## config.mk

```make
export PLATFORM = sky130hd
export DESIGN_NAME = pros_ring
export DESIGN_NICKNAME = d
export VERILOG_FILES = /design/src/sv/pros_pkg.sv /design/src/sv/pros_ring.sv
export SDC_FILE = /design/constraint.sdc
export NUM_CORES = 2
export LEC_CHECK = 0
export BUFFER_PORTS_ARGS = -buffer_cell sky130_fd_sc_hd__clkbuf_2
export CAP_MARGIN = 10
export CORE_MARGIN = 1
export CORE_UTILIZATION = 63
export DETAILED_ROUTE_END_ITERATION = 10
export PLACE_DENSITY = 0.79
export SETUP_SLACK_MARGIN = 0.5
export SYNTH_ARGS = -nofsm -noshare
export SYNTH_HDL_FRONTEND = slang
export SYNTH_SLANG_ARGS = --single-unit
export TNS_END_PERCENT = 100
```

## constraint.sdc

```tcl
create_clock -name i_clk -period 4.9 [get_ports i_clk]
set_input_delay 0.245 -clock i_clk [delete_from_list [all_inputs] [get_ports i_clk]]
set_output_delay 0.245 -clock i_clk [all_outputs]
set_load 0.02 [all_outputs]
```

## src/sv/pros_pkg.sv

```systemverilog
// Shared types, constants and defaults for the prefetch ring over stack block.
package pros_pkg;

    localparam int RING_DEPTH_DEF  = 128;
    localparam int STACK_DEPTH_DEF = 1024;
    localparam int ENTRY_WIDTH_DEF = 32;

    localparam int VALUE_W    = 32;
    localparam int THR_W      = 6;
    localparam int APB_ADDR_W = 2;
    localparam int APB_DATA_W = 32;

    localparam logic [THR_W-1:0]      THR_RESET = THR_W'(32);
    localparam logic [APB_ADDR_W-1:0] ADDR_THR  = APB_ADDR_W'(0);

    localparam logic OP_PUSH     = 1'b0;
    localparam logic OP_POP      = 1'b1;
    localparam logic KIND_HINT   = 1'b0;
    localparam logic KIND_ANSWER = 1'b1;

    typedef enum logic [2:0] {
        S_IDLE,
        S_PUSH_HINT,
        S_FAST_PUT,
        S_REF_PUT,
        S_TAKE,
        S_ANS
    } t_state;

    typedef struct packed {
        logic wr;
        logic rd;
    } t_ring_ctl;

    typedef struct packed {
        logic push;
        logic pop;
    } t_stack_ctl;

endpackage

```

## src/sv/pros_ring.sv

```systemverilog
// Prefetch ring: FIFO memory with head, tail and occupancy count.
module pros_ring #(
    parameter int RING_DEPTH  = 128,
    parameter int ENTRY_WIDTH = 32
) (
    input  logic                              i_clk,
    input  logic                              i_rst_n,
    input  pros_pkg::t_ring_ctl               i_ctl,
    input  logic [ENTRY_WIDTH-1:0]            i_wdata,
    output logic [ENTRY_WIDTH-1:0]            o_rdata,
    output logic [$clog2(RING_DEPTH+1)-1:0]   o_count,
    output logic                              o_full
);
    import pros_pkg::*;

    localparam int AW = $clog2(RING_DEPTH);
    localparam int CW = $clog2(RING_DEPTH + 1);

    logic [ENTRY_WIDTH-1:0] r_mem [RING_DEPTH];
    logic [ENTRY_WIDTH-1:0] r_rdata;
    logic [AW-1:0]          r_head;
    logic [AW-1:0]          r_tail;
    logic [CW-1:0]          r_count;
    logic [AW-1:0]          n_head;
    logic [AW-1:0]          n_tail;

    assign n_head = (r_head == AW'(RING_DEPTH - 1)) ? '0 : r_head + AW'(1);
    assign n_tail = (r_tail == AW'(RING_DEPTH - 1)) ? '0 : r_tail + AW'(1);

    always_ff @(posedge i_clk) begin
        if (!i_rst_n) begin
            r_head  <= '0;
            r_tail  <= '0;
            r_count <= '0;
        end else begin
            if (i_ctl.wr) begin
                r_tail <= n_tail;
            end
            if (i_ctl.rd) begin
                r_head <= n_head;
            end
            case ({i_ctl.wr, i_ctl.rd})
                2'b10:   r_count <= r_count + CW'(1);
                2'b01:   r_count <= r_count - CW'(1);
                default: r_count <= r_count;
            endcase
        end
    end

    always_ff @(posedge i_clk) begin
        if (i_ctl.wr) begin
            r_mem[r_tail] <= i_wdata;
        end
        if (i_ctl.rd) begin
            r_rdata <= r_mem[r_head];
        end
    end

    assign o_rdata = r_rdata;
    assign o_count = r_count;
    assign o_full  = (r_count == CW'(RING_DEPTH));

endmodule

```

### Yosys cells after proc, flatten, opt, wreduce, memory -nomap -nowiden

Memories as Yosys holds them, arrays and structs flattened. A register that Yosys moved wholly into a read port is not among the register bits.
Cells that the tools add are included.

| operators by class | value |
|---|---|
| add/sub/neg operators | 4 |
| equality and inequality tests | 5 |
| muxes and demuxes | 5 |
| reduce and logical (&&, ||, !) cells | 1 |

Operators with widths:

| cell | count |
|---|---|
| $pmux 8 s2 | 1 |
| $add 7x1->7 const B | 2 |
| $eq 7x7->1 const B | 2 |
| $mux 7 | 2 |
| $add 8x1->8 const B | 1 |
| $eq 8x8->1 const B | 1 |
| $sub 8x1->8 const B | 1 |
| $eq 2x1->1 const B | 1 |
| $eq 2x2->1 const B | 1 |
| $mux 1 | 2 |
| $reduce_bool 2->1 | 1 |

| word-level totals | value |
|---|---|
| bits in registers | 22 |
| bits in writable memories | 4096 |
| input bits | 36 |
| output and inout bits | 41 |
| logic and storage cells | 19 |
| memories kept | 1 |

Memory list:

| memory | depth | bits a word | rd ports | clocked after Yosys merged registers in | write ports | RTL line | RTL |
|---|---|---|---|---|---|---|---|
| r_mem | 128 | 32 | 1 | 1 | 1 | pros_ring.sv:19 | `logic [ENTRY_WIDTH-1:0] r_mem [RING_DEPTH];` |

### Depth between registers and ports, before layout

| depth | value |
|---|---|
| depth after elaboration | 2 |
| mapped depth | 12 |
| depth with buffers taken out | 10 |

### Worst setup path after synthesis

OpenSTA, ideal clock, no wires.

| timing | value |
|---|---|
| path type | reg2reg |
| from | register r_tail[4] |
| to | memory r_mem[82][0], enable pin |
| arrival | 3382 ps |
| slack | 1057 ps |
| stages on the path, launching flop included | 5 |
| buffers on the path | 1 |
| clock period less this slack | 3843 ps |
| cells stage by stage | dfxtp_1 -> clkbuf_1 -> nor2b_1 -> nand3_1 -> nor3_1 |

RTL lines:

| element | RTL line | RTL |
|---|---|---|
| start: declaration | pros_ring.sv:22 | `logic [AW-1:0] r_tail;` |
| start signal: assignment | pros_ring.sv:37 | `r_tail <= n_tail;` |
| end: declaration | pros_ring.sv:19 |  |

Straight into the memory's write port.

==> flow_metrics.env <==
export IMPL_outcome="finished with violations"
export IMPL_violations="design-rule violations, max-capacitance violations"
export IMPL_antenna_found_initial=37
export IMPL_ys_warn_count=0
export IMPL_synth_edf_count=4128
export IMPL_syn_area_um2=160000
export IMPL_clk_latency_ns=1.02
export IMPL_track_usage_pct=35.9
export IMPL_ir_drop_mv=0.476
export IMPL_rows=184
export IMPL_cts_root_buf="clkbuf_16"
export IMPL_syn_to_final_growth_pct=12.6
export IMPL_power_density_nw_per_um2=413
export IMPL_path_max_fanout=43
export IMPL_cts_clk_slew_worst_paths_ns=0.06
export IMPL_gr_max_usage_layer="met2"
export IMPL_slew_headroom_pct=1.67
export IMPL_die_area_um2=256000
export IMPL_cts_tree="done"
export IMPL_via_per_inst=7.41
export IMPL_dp_hpwl_um=253000
export IMPL_hp_class="input port to flip-flop"
export IMPL_arrival_ns=5.24
export IMPL_first_iter_violations=15196
export IMPL_clockBufferDepth=4
export IMPL_wirelength_um=458000
export IMPL_portBuffers=76
export IMPL_crit_required_ns=5.63
export IMPL_final_hold_viol_count=0
export IMPL_finalCriticalPeriod_ns=4.51
export IMPL_leakagePower_nw=54.8
export IMPL_routedWlPerCell_um=39.7
export IMPL_ys_seq_area_share_pct=77.9
export IMPL_grt_max_degree=104
export IMPL_numCtsBuffers=404
export IMPL_overflow=0
export IMPL_dp_cells=10793
export IMPL_n_fill_cell=13532
export IMPL_worstMarginPinSlew_ns=1.44
export IMPL_async_flop_share_pct=0
export IMPL_clock_sinks=4150
export IMPL_finalNetCount=7930
export IMPL_io_pins=77
export IMPL_max_freq_mhz=222
export IMPL_hold_depth=1
export IMPL_route_vias_total=85560
export IMPL_worst_setup_path_end_kind="flip-flop"
export IMPL_synth_flop_cell="edfxtp_1"
export IMPL_met1_usage_pct=46.5
export IMPL_grt_use_met3_pct=11.0
export IMPL_setup_violations=0
export IMPL_met2_usage_pct=54.6
export IMPL_syn_inst=7377
export IMPL_grt_pass1_vias=84575
export IMPL_die_w_um=506
export IMPL_drt_pass1_iterations=11
export IMPL_drive_gt1_share_pct=25.5
export IMPL_finalCritPeriodShare_pct=92.1
export IMPL_synth_avg_cell_area_um2=21.7
export IMPL_h_tree_depth=5
export IMPL_rsz0062_at_grt="false"
export IMPL_die_h_um=506
export IMPL_layout_common_cells="4,128 x edfxtp_1, 793 x mux4_2, 639 x mux2i_1"
export IMPL_final_max_slew_viol_count=0
export IMPL_synth_ff_latch_count=4150
export IMPL_worstRegToRegCells=9
export IMPL_synth_fp_nets=7418
export IMPL_core_um2=252000
export IMPL_mostFrequentLayoutCell="edfxtp_1"
export IMPL_hold_worst_slack_ns=0.0481
export IMPL_max_cap_viol_count=1
export IMPL_ant_nets=0
export IMPL_path_class="flip-flop to flip-flop"
export IMPL_fin_skew_ns=0.0684
export IMPL_critPathLaunchType="flip-flop"
export IMPL_drc=14
export IMPL_initial_core_util_pct=63.5
export IMPL_synth_distinct_cells=70
export IMPL_globalplace_congestion=0.899
export IMPL_grt_pass1_wl_um=634000
export IMPL_final_cells=11550
## layer usage
layer / wire [µm] / up-vias
li1: - / 32063
met1: 148000 / 43614
met2: 211000 / 8237
met3: 68300 / 1614
met4: 30900 / 32
met5: 211 / -
## flip-flops by register name, indices dropped and copies added (netlist names)
name	cells
r_head	7
o_count	8
r_mem	4096
o_rdata	32
r_tail	7
## report_power, final
part	switching, mW	leakage (nW)	internal [mW]	total (mW)
registers	0.157	37.3	39.1	39.3
clock network	13.0	6.21	17.5	30.5
logic	2.84	11.3	1.69	4.53
total	16.0	54.8	58.3	74.3
## synthesized netlist by cell type (14+ instances only)
cell	number	share of area, %
o211ai_1	30	0.14
a221oi_1	35	0.19
clkbuf_1	126	0.30
mux2i_1	639	4.0
o221ai_1	45	0.25
a211oi_1	71	0.33
a22oi_1	109	0.51
a2111oi_0	43	0.24
buf_6	50	0.35
a21oi_1	101	0.32
and2_1	25	0.098
o21ai_0	72	0.23
o22ai_1	93	0.36
nor3_1	21	0.066
dfxtp_1	22	0.28
a32oi_1	20	0.11
buf_4	91	0.43
nand3_1	61	0.19
nor4_1	14	0.055
buf_2	156	0.49
mux2_2	46	0.32
mux4_2	793	11
nor2b_1	42	0.16
nor2_1	203	0.48
a31oi_1	15	0.059
nand2_1	161	0.38
edfxtp_1	4128	78
## worst max-delay path, stage by stage, from the launching register on
cell      delay (ns)
dfxtp_4         0.65
buf_4           0.38
nor2b_4         0.87
buf_4           0.42
a22oi_1         0.15
o211ai_1        0.15
o211ai_1        0.38
a211oi_1        0.93
buf_4           0.24
a21oi_1         0.04
## metrics by stage
stage | utilization, % | total power [mW] | setup slack, ns | area, µm² | setup TNS [ns]
after floorplan | - | 42.5 | 1.06 | 160000 | 0
after global placement | 66.2 | 44.2 | -0.169 | 167000 | -0.226
after detailed placement | 66.2 | 44.4 | 0.255 | 167000 | 0
after CTS | 71.4 | 74.2 | 0.493 | 180000 | 0
after global routing | 71.5 | 75.7 | 0.517 | 180000 | 0
final | 71.5 | 74.3 | 0.388 | 180000 | 0
## final cells by class
| cell class | instances | area [µm²] | share of cell area, % |
|---|---|---|---|
| clock buffers | 471 | 10500 | 5.83 |
| diodes | 14 | 35.0 | 0.0195 |
| clock inverters | 234 | 2230 | 1.24 |
| flip-flops and latches | 4150 | 124000 | 69.2 |
| repair buffers | 540 | 4610 | 2.56 |
| well taps | 3348 | 4190 | 2.33 |
| multi-input cells | 2787 | 33900 | 18.8 |
| inverters | 6 | 27.5 | 0.0153 |
## path summary, 6_finish.rpt
path	slack (ns)	to	start
max	0.39	o_rdata[9]	r_head[2]
min	0.05	r_mem[69][23]	i_wdata[23]
max reg2reg	0.39	o_rdata[9]	r_head[2]
min reg2reg	0.60	o_count[4]	o_count[4]
## what timing repair did
item	CTS	global route
pin swaps	0	0
hold buffers	34	0
gates resized for setup	6	3
hold endpoints to repair	1747	0
setup buffers	0	1
setup endpoints to repair	6	7
## kinds of logic after synthesis
| logic type | synth area share (%) |
|---|---|
| DFF | 77.9 |
| muxes | 15.6 |
| AOI/OAI and AO/OA | 3.16 |
| and+or+nand+nor | 1.64 |
| buffers and inverters | 1.62 |
| xor gates and xnor gates | 0.104 |
| adders and majority gates | 0.0392 |
Power figures use the tool's default switching activity.
