**src/sv/pros_pkg.sv**
```systemverilog
// Shared types, constants and defaults for the prefetch ring over stack block.
package pros_pkg;

    localparam int RING_DEPTH_DEF  = 128;
    localparam int STACK_DEPTH_DEF = 1024;
    localparam int ENTRY_WIDTH_DEF = 32;

    localparam int VALUE_W    = 32;
    localparam int THR_W      = 6;
    localparam int APB_ADDR_W = 2;
    localparam int APB_DATA_W = 32;

    localparam logic [THR_W-1:0]      THR_RESET = THR_W'(32);
    localparam logic [APB_ADDR_W-1:0] ADDR_THR  = APB_ADDR_W'(0);

    localparam logic OP_PUSH     = 1'b0;
    localparam logic OP_POP      = 1'b1;
    localparam logic KIND_HINT   = 1'b0;
    localparam logic KIND_ANSWER = 1'b1;

    typedef enum logic [2:0] {
        S_IDLE,
        S_PUSH_HINT,
        S_FAST_PUT,
        S_REF_PUT,
        S_TAKE,
        S_ANS
    } t_state;

    typedef struct packed {
        logic wr;
        logic rd;
    } t_ring_ctl;

    typedef struct packed {
        logic push;
        logic pop;
    } t_stack_ctl;

endpackage

```
**src/sv/pros_seq.sv**
```systemverilog
// Sequencer: decodes items, drives ring and stack accesses, holds the result register.
module pros_seq #(
    parameter int RING_DEPTH  = 128,
    parameter int ENTRY_WIDTH = 32
) (
    input  logic                              i_clk,
    input  logic                              i_rst_n,
    input  logic                              i_valid,
    output logic                              o_ready,
    input  logic                              i_opcode,
    input  logic [pros_pkg::VALUE_W-1:0]      i_entry_value,
    output logic                              o_valid,
    input  logic                              i_ready,
    output logic                              o_result_kind,
    output logic [pros_pkg::VALUE_W-1:0]      o_result_value,
    output logic                              o_pop_valid,
    output logic                              o_overflow,
    output logic                              o_last,
    input  logic [pros_pkg::THR_W-1:0]        i_thr,
    input  logic [$clog2(RING_DEPTH+1)-1:0]   i_ring_count,
    input  logic                              i_ring_full,
    input  logic [ENTRY_WIDTH-1:0]            i_ring_rdata,
    input  logic                              i_stack_empty,
    input  logic                              i_stack_full,
    input  logic [ENTRY_WIDTH-1:0]            i_stack_rdata,
    output pros_pkg::t_ring_ctl               o_ring_ctl,
    output logic [ENTRY_WIDTH-1:0]            o_ring_wdata,
    output pros_pkg::t_stack_ctl              o_stack_ctl,
    output logic [ENTRY_WIDTH-1:0]            o_stack_wdata
);
    import pros_pkg::*;

    localparam int CW = $clog2(RING_DEPTH + 1);

    t_state                 r_state;
    t_state                 n_state;
    logic [ENTRY_WIDTH-1:0] r_push_val;
    logic [ENTRY_WIDTH-1:0] n_push_val;
    logic                   r_ovf;
    logic                   n_ovf;
    logic                   r_ans_valid;
    logic                   n_ans_valid;

    logic                   r_out_valid;
    logic                   r_out_kind;
    logic [VALUE_W-1:0]     r_out_value;
    logic                   r_out_pop_valid;
    logic                   r_out_ovf;
    logic                   r_out_last;

    logic                   slot_free;
    logic                   accept;
    logic                   emit;
    logic                   emit_kind;
    logic [VALUE_W-1:0]     emit_value;
    logic                   pop_fast;
    logic                   refill_more;
    logic [ENTRY_WIDTH-1:0] in_entry;

    assign slot_free   = !r_out_valid || i_ready;
    assign o_ready     = (r_state == S_IDLE) || ((r_state == S_ANS) && slot_free);
    assign accept      = i_valid && o_ready;
    assign pop_fast    = (i_ring_count >= CW'(i_thr));
    assign refill_more = ((i_ring_count + CW'(1)) < CW'(i_thr)) && !i_stack_empty;
    assign in_entry    = ENTRY_WIDTH'(i_entry_value);

    always_comb begin
        n_state = r_state;
        unique case (r_state)
            S_IDLE, S_ANS: begin
                if (r_state == S_ANS && slot_free) begin
                    n_state = S_IDLE;
                end
                if (accept) begin
                    if (i_opcode == OP_PUSH) begin
                        n_state = i_ring_full ? S_ANS : S_PUSH_HINT;
                    end else if (pop_fast) begin
                        n_state = i_stack_empty ? S_ANS : S_FAST_PUT;
                    end else if (!i_stack_empty) begin
                        n_state = S_REF_PUT;
                    end else begin
                        n_state = S_ANS;
                    end
                end
            end
            S_PUSH_HINT, S_FAST_PUT: begin
                if (slot_free) begin
                    n_state = S_ANS;
                end
            end
            S_REF_PUT: begin
                if (slot_free && !refill_more) begin
                    n_state = S_TAKE;
                end
            end
            S_TAKE: begin
                n_state = S_ANS;
            end
            default: n_state = S_IDLE;
        endcase
    end

    always_comb begin
        o_ring_ctl    = '0;
        o_stack_ctl   = '0;
        o_ring_wdata  = in_entry;
        o_stack_wdata = in_entry;
        emit          = 1'b0;
        emit_kind     = KIND_HINT;
        emit_value    = '0;
        n_push_val    = r_push_val;
        n_ovf         = r_ovf;
        n_ans_valid   = r_ans_valid;

        unique case (r_state)
            S_IDLE, S_ANS: begin
                if (r_state == S_ANS && slot_free) begin
                    emit       = 1'b1;
                    emit_kind  = KIND_ANSWER;
                    emit_value = r_ans_valid ? VALUE_W'(i_ring_rdata) : '0;
                end
                if (accept) begin
                    n_push_val = in_entry;
                    n_ovf      = 1'b0;
                    if (i_opcode == OP_PUSH) begin
                        n_ans_valid = 1'b0;
                        if (!i_ring_full) begin
                            o_ring_ctl.wr = 1'b1;
                        end else if (!i_stack_full) begin
                            o_stack_ctl.push = 1'b1;
                        end else begin
                            n_ovf = 1'b1;
                        end
                    end else if (pop_fast) begin
                        n_ans_valid    = 1'b1;
                        o_ring_ctl.rd  = 1'b1;
                        o_stack_ctl.pop = !i_stack_empty;
                    end else if (!i_stack_empty) begin
                        n_ans_valid     = 1'b1;
                        o_stack_ctl.pop = 1'b1;
                    end else begin
                        n_ans_valid   = (i_ring_count != '0);
                        o_ring_ctl.rd = (i_ring_count != '0);
                    end
                end
            end
            S_PUSH_HINT: begin
                if (slot_free) begin
                    emit       = 1'b1;
                    emit_value = VALUE_W'(r_push_val);
                end
            end
            S_FAST_PUT, S_REF_PUT: begin
                o_ring_wdata = i_stack_rdata;
                if (slot_free) begin
                    emit          = 1'b1;
                    emit_value    = VALUE_W'(i_stack_rdata);
                    o_ring_ctl.wr = 1'b1;
                    if (r_state == S_REF_PUT && refill_more) begin
                        o_stack_ctl.pop = 1'b1;
                    end
                end
            end
            S_TAKE: begin
                o_ring_ctl.rd = 1'b1;
            end
            default: begin
                emit = 1'b0;
            end
        endcase
    end

    always_ff @(posedge i_clk) begin
        if (!i_rst_n) begin
            r_state     <= S_IDLE;
            r_out_valid <= 1'b0;
        end else begin
            r_state <= n_state;
            if (emit) begin
                r_out_valid <= 1'b1;
            end else if (i_ready) begin
                r_out_valid <= 1'b0;
            end
        end
    end

    always_ff @(posedge i_clk) begin
        r_push_val  <= n_push_val;
        r_ovf       <= n_ovf;
        r_ans_valid <= n_ans_valid;
        if (emit) begin
            r_out_kind      <= emit_kind;
            r_out_value     <= emit_value;
            r_out_pop_valid <= (emit_kind == KIND_ANSWER) && r_ans_valid;
            r_out_ovf       <= (emit_kind == KIND_ANSWER) && r_ovf;
            r_out_last      <= (emit_kind == KIND_ANSWER);
        end
    end

    assign o_valid        = r_out_valid;
    assign o_result_kind  = r_out_kind;
    assign o_result_value = r_out_value;
    assign o_pop_valid    = r_out_pop_valid;
    assign o_overflow     = r_out_ovf;
    assign o_last         = r_out_last;

endmodule

```
**config.mk**
```make
export PLATFORM = sky130hd
export DESIGN_NAME = pros_seq
export DESIGN_NICKNAME = d
export VERILOG_FILES = /design/src/sv/pros_pkg.sv /design/src/sv/pros_seq.sv
export SDC_FILE = /design/constraint.sdc
export NUM_CORES = 1
export LEC_CHECK = 0
export ABC_AREA = 1
export BUFFER_PORTS_ARGS = -buffer_cell sky130_fd_sc_hd__clkbuf_2
export CORE_MARGIN = 2
export CORE_UTILIZATION = 35
export CTS_BUF_LIST = sky130_fd_sc_hd__clkbuf_8
export DETAILED_ROUTE_END_ITERATION = 6
export PLACE_DENSITY = 0.73
export SLEW_MARGIN = 20
export SYNTH_ARGS = -nofsm -noshare
export SYNTH_HDL_FRONTEND = slang
export SYNTH_SLANG_ARGS = --single-unit
```
**constraint.sdc**
```tcl
create_clock -name i_clk -period 4.6 [get_ports i_clk]
set_input_delay 1.38 -clock i_clk [delete_from_list [all_inputs] [get_ports i_clk]]
set_output_delay 1.38 -clock i_clk [all_outputs]
set_load 0.05 [all_outputs]
```
* After elaboration in Yosys (flattened, before gate mapping)
Cells that the tools add are included.
Storage, ports and cells: flip-flop bits (word level) 73, input port bits 118, output and inout bits 106, logic and storage cells 87
Cells by class: equality and inequality tests 8, magnitude comparators 2, mux-type cells 44, $add $sub $neg 1, reductions and logical operators 22, bitwise gates (word level) 1
Operators with widths (count):
- $mux 32 | 5
- $pmux 32 s3 | 1
- $mux 3 | 9
- $mux 1 | 22
- $pmux 3 s4 | 1
- $add 8x1->8 const B | 1
- $ge 8x6->1 | 1
- $lt 8x6->1 | 1
- $pmux 1 s2 | 4
- $reduce_bool 8->1 | 1
- $reduce_or 2->1 | 4
- $logic_and 1x1->1 | 7
- $eq 3x2->1 const B | 2
- $eq 3x3->1 const B | 2
- $mux 2 | 2
- $ne 2x2->1 const B | 2
- $eq 3x1->1 const B | 1
- $logic_not 1->1 | 3
- $logic_not 3->1 | 1
- $ne 3x3->1 const B | 1
- $reduce_and 3->1 | 1
- $reduce_or 3->1 | 1
- $logic_or 1x1->1 | 2
- $reduce_and 2->1 | 1
- 2 further kinds | 2

* Longest topological paths before layout
Gate-level depths: netlist (run 1).
depth in word-level cells 7, gate-level depth with buffers 15, gate-level depth less buffers 15

* Worst setup path after synthesis (run 1)
OpenSTA, ideal clock, no wires.
path kind input-to-output, start input i_ready, end output o_ring_ctl[0] in the netlist's numbering, data required time 3220 ps, slack -528 ps, data arrival time 3748 ps, stages on the path 8, path buffers 0, cell sequence inv_1 -> nand2_1 -> nand3_2 -> nand2_1 -> nand2_2 -> inv_1 -> nand2_1 -> o21ai_1
RTL lines:
- start, declared | line pros_seq.sv:13 | input logic i_ready,
- end, declared | line pros_seq.sv:26 | output pros_pkg::t_ring_ctl o_ring_ctl,

==> impl_results.md, run 1 <==
- Mux share of post-synthesis cell area: 0
- Routed WL: 11,300 µm
- Post-route setup slack: 0.151 ns
- Slew margin rel.: 0.329
- Via Count: 3,809
- RSZ-0062 raised after global routing: false
- Remaining antenna violation count: 0
- Per-cell routed wire length: 14.0 µm
- Die H: 113 µm
- Largest net degree at the start of global routing: 36
- Post-route clock period utilization: 0.967
- Post-synthesis cell area: 4180 µm²
- Diode count: 0
- Synth area leaders: edfxtp_1, nand2_1, buf_4, a21boi_0, ha_1
- Clk_lat worst skew: 0.35 ns
- Clk pin slew, worst setup/hold paths: 0.07 ns
- CTS max path bufs: 2
- Area leader, netlist: edfxtp_1
- Die area: 12,800 µm²
- Worst-margin pin slew: 1.01 ns
- Nets: 793
- Worst EP arrival: 3.07 ns
- Share of the synthesized area in the top cell type: 0.496
- Gr usage total: 0.176
- Gate Count Post-Synth: 466
- Hold Crit Class: reg2reg
- Root Buffer: clkbuf_8
- Cts bufs inserted: 9
- Crit path capture type: primary output
- Share of layout cells above drive strength 1: 0.404
- Async set-or-reset flop fraction in the synthesized netlist: 0
- Yosys warns: 0
- Max Clock Freq: 0.225 GHz
- Initial antenna violation count: 0
- Sequential share of the synthesized area: 0.515
- Top_reg_cell synth: edfxtp_1
- Post-Synth Adder-Cell Area: 0.0419
- Final RePlAce weighted congestion: 0.836
- Placed wire-length estimate: 8330 µm
- Placed cells: 789
- Clk network pwr share: 0.118
- Post-CTS Hold Fix Bufs: 0
- Flop pwr share: 0.313
- Combinational family with the most area after synthesis: simple AND/OR/NAND/NOR gates
- Synth Area in Simple Gates: 0.198
- Final Hold Fails: 0
- # setup viols final: 0
- Worst Path Required: 3.22 ns
- Status: finished, violations left
- Reg2reg path depth: 7
- Max-Cap Viols: 0
- Post-synthesis cell type count: 31
- #FFs+latches synth: 73
- Failing checks: DRC
- Clk_skew: 0.00845 ns
- Detailed Route Iter0 Violations: 112
- Count leader, synth: nand2_1
- First-pass GRT wire length: 17,700 µm
- Comb pwr share: 0.569
- Grt total ovfl: 0
- Core Rows: 39
- Hold depth: 2
- Psw: 1940 µW
- P per Cell Area: 660 nW/µm²
- Worst VDD drop: 0.000243 V
- Drt first pass iters: 7
- Pre-CTS setup slack: -0.0471 ns
- Die width: 113 µm
- Xor/xnor share of the synthesized area: 0.00839
- Io pins: 224
- CTS H-tree depth: 3
- Switch share: 0.538
- Fill count: 1,136
- Vias per cell: 4.71
- # port buffers: 223
- Setup CP Type: in2out
- Tmin final: 4.45 ns
- Non-filler instance count after layout: 809
- Number of synthesized flops with an enable pin: 69
- Post-Syn Area per Cell: 8.97 µm²
- Synth Area in Compound Gates: 0.118
- Vias in the first global route: 3,738
- Critical Path Start Type: input port
- Core area: 11,500 µm²
- Internal: 1660 µW
- Drt drc: 17
- Layout Utilization: 0.473
- Max-slew violation count: 0
- LEAKAGE: 0.00275 µW
- CTS tree: done
- Critical Path Fanout Max: 3
- Clk sinks: 73
- Synthesis-to-layout area growth: 30.5%
- Initial Utilization: 0.363
- Leading cell types by count after synthesis: nand2_1, edfxtp_1, inv_1, buf_4, a21boi_0
- Syn nets: 598
[per-layer routing]
metal / track usage / vias to the layer above / share of wire
li1: - / 1908 / -
met1: 0.200 / 1727 / 0.40
met2: 0.305 / 150 / 0.50
met3: 0.0503 / 24 / 0.071
met4: 0.0797 / 0 / 0.026
met5: 0 / - / 0
[through the flow]
| stage | total power, µW | area, µm² | setup TNS (ns) | hold WS (ns) |
|---|---|---|---|---|
| 3_5_place_dp | 3200 | 5190 | -0.0471 | 0.554 |
| 3_3_place_gp | 3170 | 5190 | 0 | 0.535 |
| 2_1_floorplan | 2710 | 4200 | -0.0375 | 0.519 |
| 6_report | 3600 | 5450 | 0 | 0.571 |
| 5_1_grt | 3820 | 5450 | 0 | 0.629 |
| 4_1_cts | 3640 | 5360 | 0 | 0.573 |
[logic make-up (layout without fill, tap and decap cells)]
logic type / Yosys count / after routing
AO/OA/AOI/OAI: 80 / 80
XOR/XNOR: 4 / 4
adder cells (fa/ha/maj): 14 / 14
buffers and inverters: 87 / 287
flip-flops: 73 / 73
AND/OR/NAND/NOR: 208 / 208
[final cells by class]
class | count | area (µm²) | share of cell area
clock buffer | 9 | 124 | 0.0227
clock inverter | 7 | 38.8 | 0.00712
inverter | 39 | 153 | 0.0280
multi-input combinational | 306 | 1590 | 0.292
sequential | 73 | 2150 | 0.395
tap | 143 | 179 | 0.0328
timing repair buffer | 232 | 1210 | 0.222
[worst paths after layout]
| kind | startpoint | endpoint | slack, ns |
|---|---|---|---|
| setup / recovery | i_ring_count[0] | o_stack_ctl[0] | 0.15 |
| hold / removal | r_ovf | o_overflow | 0.57 |
| setup reg to reg | r_state[2] | o_result_value[11] | 2.39 |
| hold reg to reg | r_ovf | o_overflow | 0.57 |
[flip-flops by register name, indices dropped and copies added (netlist names)]
signal	cells
r_state	3
o_valid	1
r_ans_valid	1
r_ovf	1
o_pop_valid	1
r_push_val	32
o_overflow	1
o_result_value	32
o_last	1
[cell usage in the layout, fill, tap and decap left out, types with 4 or more instances in the layout]
cell	instances
a21boi_0	31
a21oi_1	5
buf_4	10
clkbuf_2	219
clkbuf_8	9
dfxtp_1	4
edfxtp_1	69
ha_1	13
inv_1	35
nand2_1	165
nand3_1	6
nor2_1	19
nor2_2	4
o21ai_0	22
o21ai_1	13
[what timing repair did]
item,CTS,global route
hold endpoints to repair,0,0
buffers inserted,0,4
gates resized for setup,2,20
pin swaps,0,9
endpoints found under the setup margin,1,1
gates cloned,0,0
[power groups by stage]
stage	clock (µW)	combinational [µW]	sequential [µW]
2_1_floorplan	0	1100	1610
3_3_place_gp	0	2030	1130
3_5_place_dp	0	2060	1140
4_1_cts	449	2060	1130
5_1_grt	477	2200	1150
6_report	424	2050	1130
[worst max-delay path, cell delays in order]
cell and delay (ns):
buf_4 0.11, ha_2 0.19, nand2_1 0.07, nor2_2 0.15
xor2_1 0.09, ha_1 0.18, nand2_1 0.06, nand3_1 0.06
nor2_1 0.11, nand2_1 0.06, nor2_2 0.12, nand3_2 0.12
o22ai_2 0.18, buf_8 0.17
Note: power is estimated with default switching activity, not from simulation.
==> run 2, diff against run 1 <==
CELL_PAD_IN_SITES_DETAIL_PLACEMENT = 0   (was not set)
CELL_PAD_IN_SITES_GLOBAL_PLACEMENT = 1   (was not set)
CORE_MARGIN = 10   (was 2)
CORE_UTILIZATION = 33   (was 35)
PLACE_DENSITY = 0.91   (was 0.73)
==> run 2 against run 1 <==
- the flow now finishes without violations
- maximum frequency grew 0.63%
- utilization shrank 3.7 points
- clock power grew 29%
- largest power group unchanged
==> impl_results.md, run 2 (synthesized netlist as in run 1, its figures left out) <==
- Status: completed
- Comb pwr share: 0.553
- Setup CP Type: in2out
- Reg2reg setup slack: 2.14 ns
- Worst hold start: r_ovf
- Post-CTS Hold Fix Bufs: 0
- Via Count: 3,777
- FF-to-FF End: o_result_value[18]
- Initial antenna violation count: 0
- P per Cell Area: 684 nW/µm²
- CTS max path bufs: 2
- Most common cell after layout, fill and taps aside: clkbuf_2
- Per-cell routed wire length: 16.1 µm
- # port buffers: 223
- Slew margin rel.: 0.339
- Die area: 17,600 µm²
- Critical Path Fanout Max: 3
- CTS tree: done
- Vias in the first global route: 4,023
- LEAKAGE: 0.00274 µW
- Flop pwr share: 0.301
- Worst-margin pin slew: 0.985 ns
- Core Rows: 41
- Vias per cell: 4.53
- Detailed Route Iter0 Violations: 176
- Nets: 790
- Worst reg2reg startpoint: r_state[2]
- Internal: 1770 µW
- Pre-CTS setup slack: 0.0469 ns
- Hold Crit Class: reg2reg
- Max-Cap Viols: 0
- Root Buffer: clkbuf_8
- Most frequent cells in the layout: clkbuf_2, nand2_1, edfxtp_1
- Share of layout cells above drive strength 1: 0.396
- Diode count: 0
- # setup viols final: 0
- Switch share: 0.526
- Psw: 1960 µW
- Clk_skew: 0.0146 ns
- CTS H-tree depth: 3
- Worst hold endpoint: o_overflow
- Largest net degree at the start of global routing: 35
- Drt drc: 0
- Remaining antenna violation count: 0
- Clk_lat worst skew: 0.35 ns
- Gr usage total: 0.147
- Final RePlAce weighted congestion: 0.821
- Post-route clock period utilization: 0.961
- Hold depth: 2
- Io pins: 224
- Post-route setup slack: 0.179 ns
- Die width: 133 µm
- Grt total ovfl: 0
- Post-route cell area: 5460 µm²
- Reg2reg path depth: 5
- Drt first pass iters: 4
- Core area: 12,500 µm²
- Synthesis-to-layout area growth: 30.6%
- Layout Utilization: 0.436
- Critical Path Start Type: input port
- Worst Path Required: 3.22 ns
- Routed WL: 13,400 µm
- Crit path capture type: primary output
- First-pass GRT wire length: 20,800 µm
- Clk pin slew, worst setup/hold paths: 0.07 ns
- Max-slew violation count: 0
- Initial Utilization: 0.334
- Worst VDD drop: 0.000246 V
- Clk sinks: 73
- Final Hold Fails: 0
- Placed Area: 5240 µm²
- Placed wire-length estimate: 10,200 µm
- Design Power: 3730 µW
- Fin Hold WS: 0.569 ns
- Worst EP arrival: 3.04 ns
- Die H: 133 µm
- Cts bufs inserted: 9
- Max Clock Freq: 0.226 GHz
- Clk network pwr share: 0.146
- Tmin final: 4.42 ns
## run 2: changes by cell type in the layout (fill, tap and decap cells not counted), moves of 2 or more
cell	previous run	this run
buf_4	10	6
clkbuf_2	219	222
buf_8	2	0
bufinv_16	0	2
clkinv_1	3	1
## run 2: area by class of cell
class                   instances  area, µm²
repair buffers                229       1170
well taps                     172        215
multi-input cells             306       1560
fillers                      1319       7060
clock inverters                 6       85.1
clock buffers                   9        124
flip-flops and latches         73       2150
inverters                      39        150
## run 2: what timing repair did
action	4_1_cts	5_1_grt
setup buffers	0	0
hold endpoints to repair	0	0
resized for setup	0	5
setup endpoints to repair	0	1
## run 2: how the worst max path moves through the flow
stage                     cells after the start            start  slack, ns              to
after detailed placement                     14  i_ring_count[0]       0.05  o_stack_ctl[0]
final                                        14  i_ring_count[0]       0.18  o_stack_ctl[0]
after floorplan                               8          i_ready      -0.04   o_ring_ctl[0]
after global placement                       14  i_ring_count[0]       0.11  o_stack_ctl[0]
after CTS                                    14  i_ring_count[0]       0.04  o_stack_ctl[0]
after global routing                         14  i_ring_count[0]     -0.009  o_stack_ctl[0]
## run 2: per-layer routing
layer  global-route usage  routed length [µm]  part of all wire  vias to the layer above
li1                     -                   -                 -                     1891
met1                0.160                5580              0.41                     1726
met2                0.262                6700              0.50                      147
met3               0.0462                 938             0.070                       13
met4               0.0520                 229             0.017                        0
met5                    0                   0                 0                        -
## run 2: power by group through the flow
stage	sequential (µW)	combinational [µW]	clock, µW
after global placement	1130	2080	0
after CTS	1120	2100	569
final	1120	2060	546
after floorplan	1610	1100	0
after global routing	1140	2210	591
after detailed placement	1140	2100	0
## run 2: metrics by stage
step	std cells	setup TNS (ns)
floorplan	466	-0.0375
global placement	819	0
detailed placement	819	0
CTS	834	0
global route	834	-0.00917
finish	834	0
## run 2: critical path, stage by stage
cell	delay [ns]
clkbuf_2	0.10
inv_1	0.07
nor2_2	0.14
nand3_1	0.10
xnor2_1	0.14
ha_1	0.29
nand2_1	0.07
nand3_1	0.06
nor2_1	0.09
nand2_1	0.06
nor2_1	0.11
nand3_2	0.12
o22ai_2	0.12
buf_6	0.18
==> run 3, diff against run 2 <==
CORE_UTILIZATION = 35   (was 33)
PLACE_DENSITY = 0.95   (was 0.91)
clock period = 5.6 ns   (was 4.6 ns; I/O delays follow)
==> run 3 against run 2 <==
- hold slack gained 0.0038 ns
- design area down 1.4%
- clock power down 17%
- sequential share of layout area increased by 0.56 points
- utilization rose by 2.9 points
- critical path type unchanged
- highest routed layer unchanged
==> impl_results.md, run 3 (synthesized netlist as in run 1, its figures left out) <==
- # port buffers: 223
- Die H: 129 µm
- CTS tree: done
- Placed Area: 5160 µm²
- Root Buffer: clkbuf_8
- # setup viols final: 0
- Worst VDD drop: 0.000249 V
- Gr usage total: 0.153
- Clk pin slew, worst setup/hold paths: 0.08 ns
- Core Rows: 39
- Post-route clock period utilization: 0.937
- Post-route cell area: 5380 µm²
- Worst EP arrival: 3.57 ns
- Synthesis-to-layout area growth: 28.8%
- Io pins: 224
- Most common cell after layout, fill and taps aside: clkbuf_2
- Vias per cell: 4.71
- Die area: 16,700 µm²
- Drt drc: 0
- Routed WL: 13,600 µm
- Die width: 129 µm
- Max Clock Freq: 0.191 GHz
- Worst-margin pin slew: 0.934 ns
- LEAKAGE: 0.00272 µW
- Setup CP Type: in2out
- Clk sinks: 73
- Via Count: 3,786
- Max-Cap Viols: 0
- Critical Path Fanout Max: 4
- Share of layout cells above drive strength 1: 0.388
- Nets: 787
- Worst Path Required: 3.92 ns
- Cts bufs inserted: 9
- Grt total ovfl: 0
- RSZ-0062 raised after global routing: false
- Slew margin rel.: 0.373
- Drt first pass iters: 5
- Tmin final: 5.25 ns
- Initial antenna violation count: 0
- Per-cell routed wire length: 16.9 µm
- Placed wire-length estimate: 10,500 µm
- Final Hold Fails: 0
- CTS H-tree depth: 3
- Most frequent cells in the layout: clkbuf_2, nand2_1, edfxtp_1
- Remaining antenna violation count: 0
- Clk_lat worst skew: 0.34 ns
- Initial Utilization: 0.361
- Placed cells: 787
- Setup bufs post-CTS: 0
- Largest net degree at the start of global routing: 36
- Post-CTS Hold Fix Bufs: 0
- CTS max path bufs: 2
- Detailed Route Iter0 Violations: 199
- Critical Path Start Type: input port
- Max-slew violation count: 0
- Clk_skew: 0.00692 ns
- Final RePlAce weighted congestion: 0.841
- Diode count: 0
- Post_cts resized: 0
- P per Cell Area: 570 nW/µm²
- TNS Setup: 0 ns
- First-pass GRT wire length: 20,200 µm
- Core area: 11,600 µm²
- Hold Crit Class: reg2reg
- Status: completed
- Crit path capture type: primary output
- Vias in the first global route: 3,869
- Non-filler instance count after layout: 803
run 3: layer usage:
layer,track usage,vias to the layer above,share of wire
met3,0.0518,13,0.090
met4,0.0468,0,0.016
met2,0.285,146,0.52
li1,-,1895,-
met5,0,-,0
met1,0.160,1732,0.37
run 3: area by class of cell:
type	instances	area (µm²)
clock buffer	9	124
clock inverter	7	93.8
fill	1135	6190
inverter	39	150
multi-input combinational	306	1540
sequential	73	2150
tap	143	179
timing repair buffer	226	1140
run 3: final timing paths:
| kind | start | endpoint | slack (ns) | depth (start not counted) |
|---|---|---|---|---|
| setup / recovery | i_ring_count[0] | o_stack_ctl[0] | 0.35 | 14 |
| hold / removal | r_ovf | o_overflow | 0.57 | 2 |
| setup reg to reg | r_state[2] | o_result_value[22] | 3.10 | 6 |
| hold reg to reg | r_ovf | o_overflow | 0.57 | 2 |
run 3: worst max-delay path, cell delays in order:
cell	delay, ns
clkbuf_2	0.11
inv_1	0.08
nor2_2	0.20
nand3_1	0.11
xnor2_1	0.18
ha_1	0.27
nand2_1	0.06
nand3_1	0.06
nor2_1	0.10
nand2_1	0.06
nor2_1	0.08
nand3_1	0.13
o22ai_1	0.14
clkbuf_2	0.30
run 3: per-stage QoR:
stage	power, µW	utilization	setup WS (ns)	hold WS (ns)
3_3_place_gp	2630	0.446	0.411	0.542
2_1_floorplan	2220	-	0.171	0.519
4_1_cts	3110	0.465	0.345	0.578
3_5_place_dp	2650	0.446	0.356	0.559
6_report	3070	0.465	0.351	0.572
5_1_grt	3250	0.465	0.0974	0.637
run 3: where the power goes:
| group | leakage (µW) | internal, µW | switching, µW |
|---|---|---|---|
| combinational | 0.00192 | 334 | 1360 |
| sequential | 0.000693 | 866 | 56.5 |
| clock | 0.000107 | 251 | 204 |
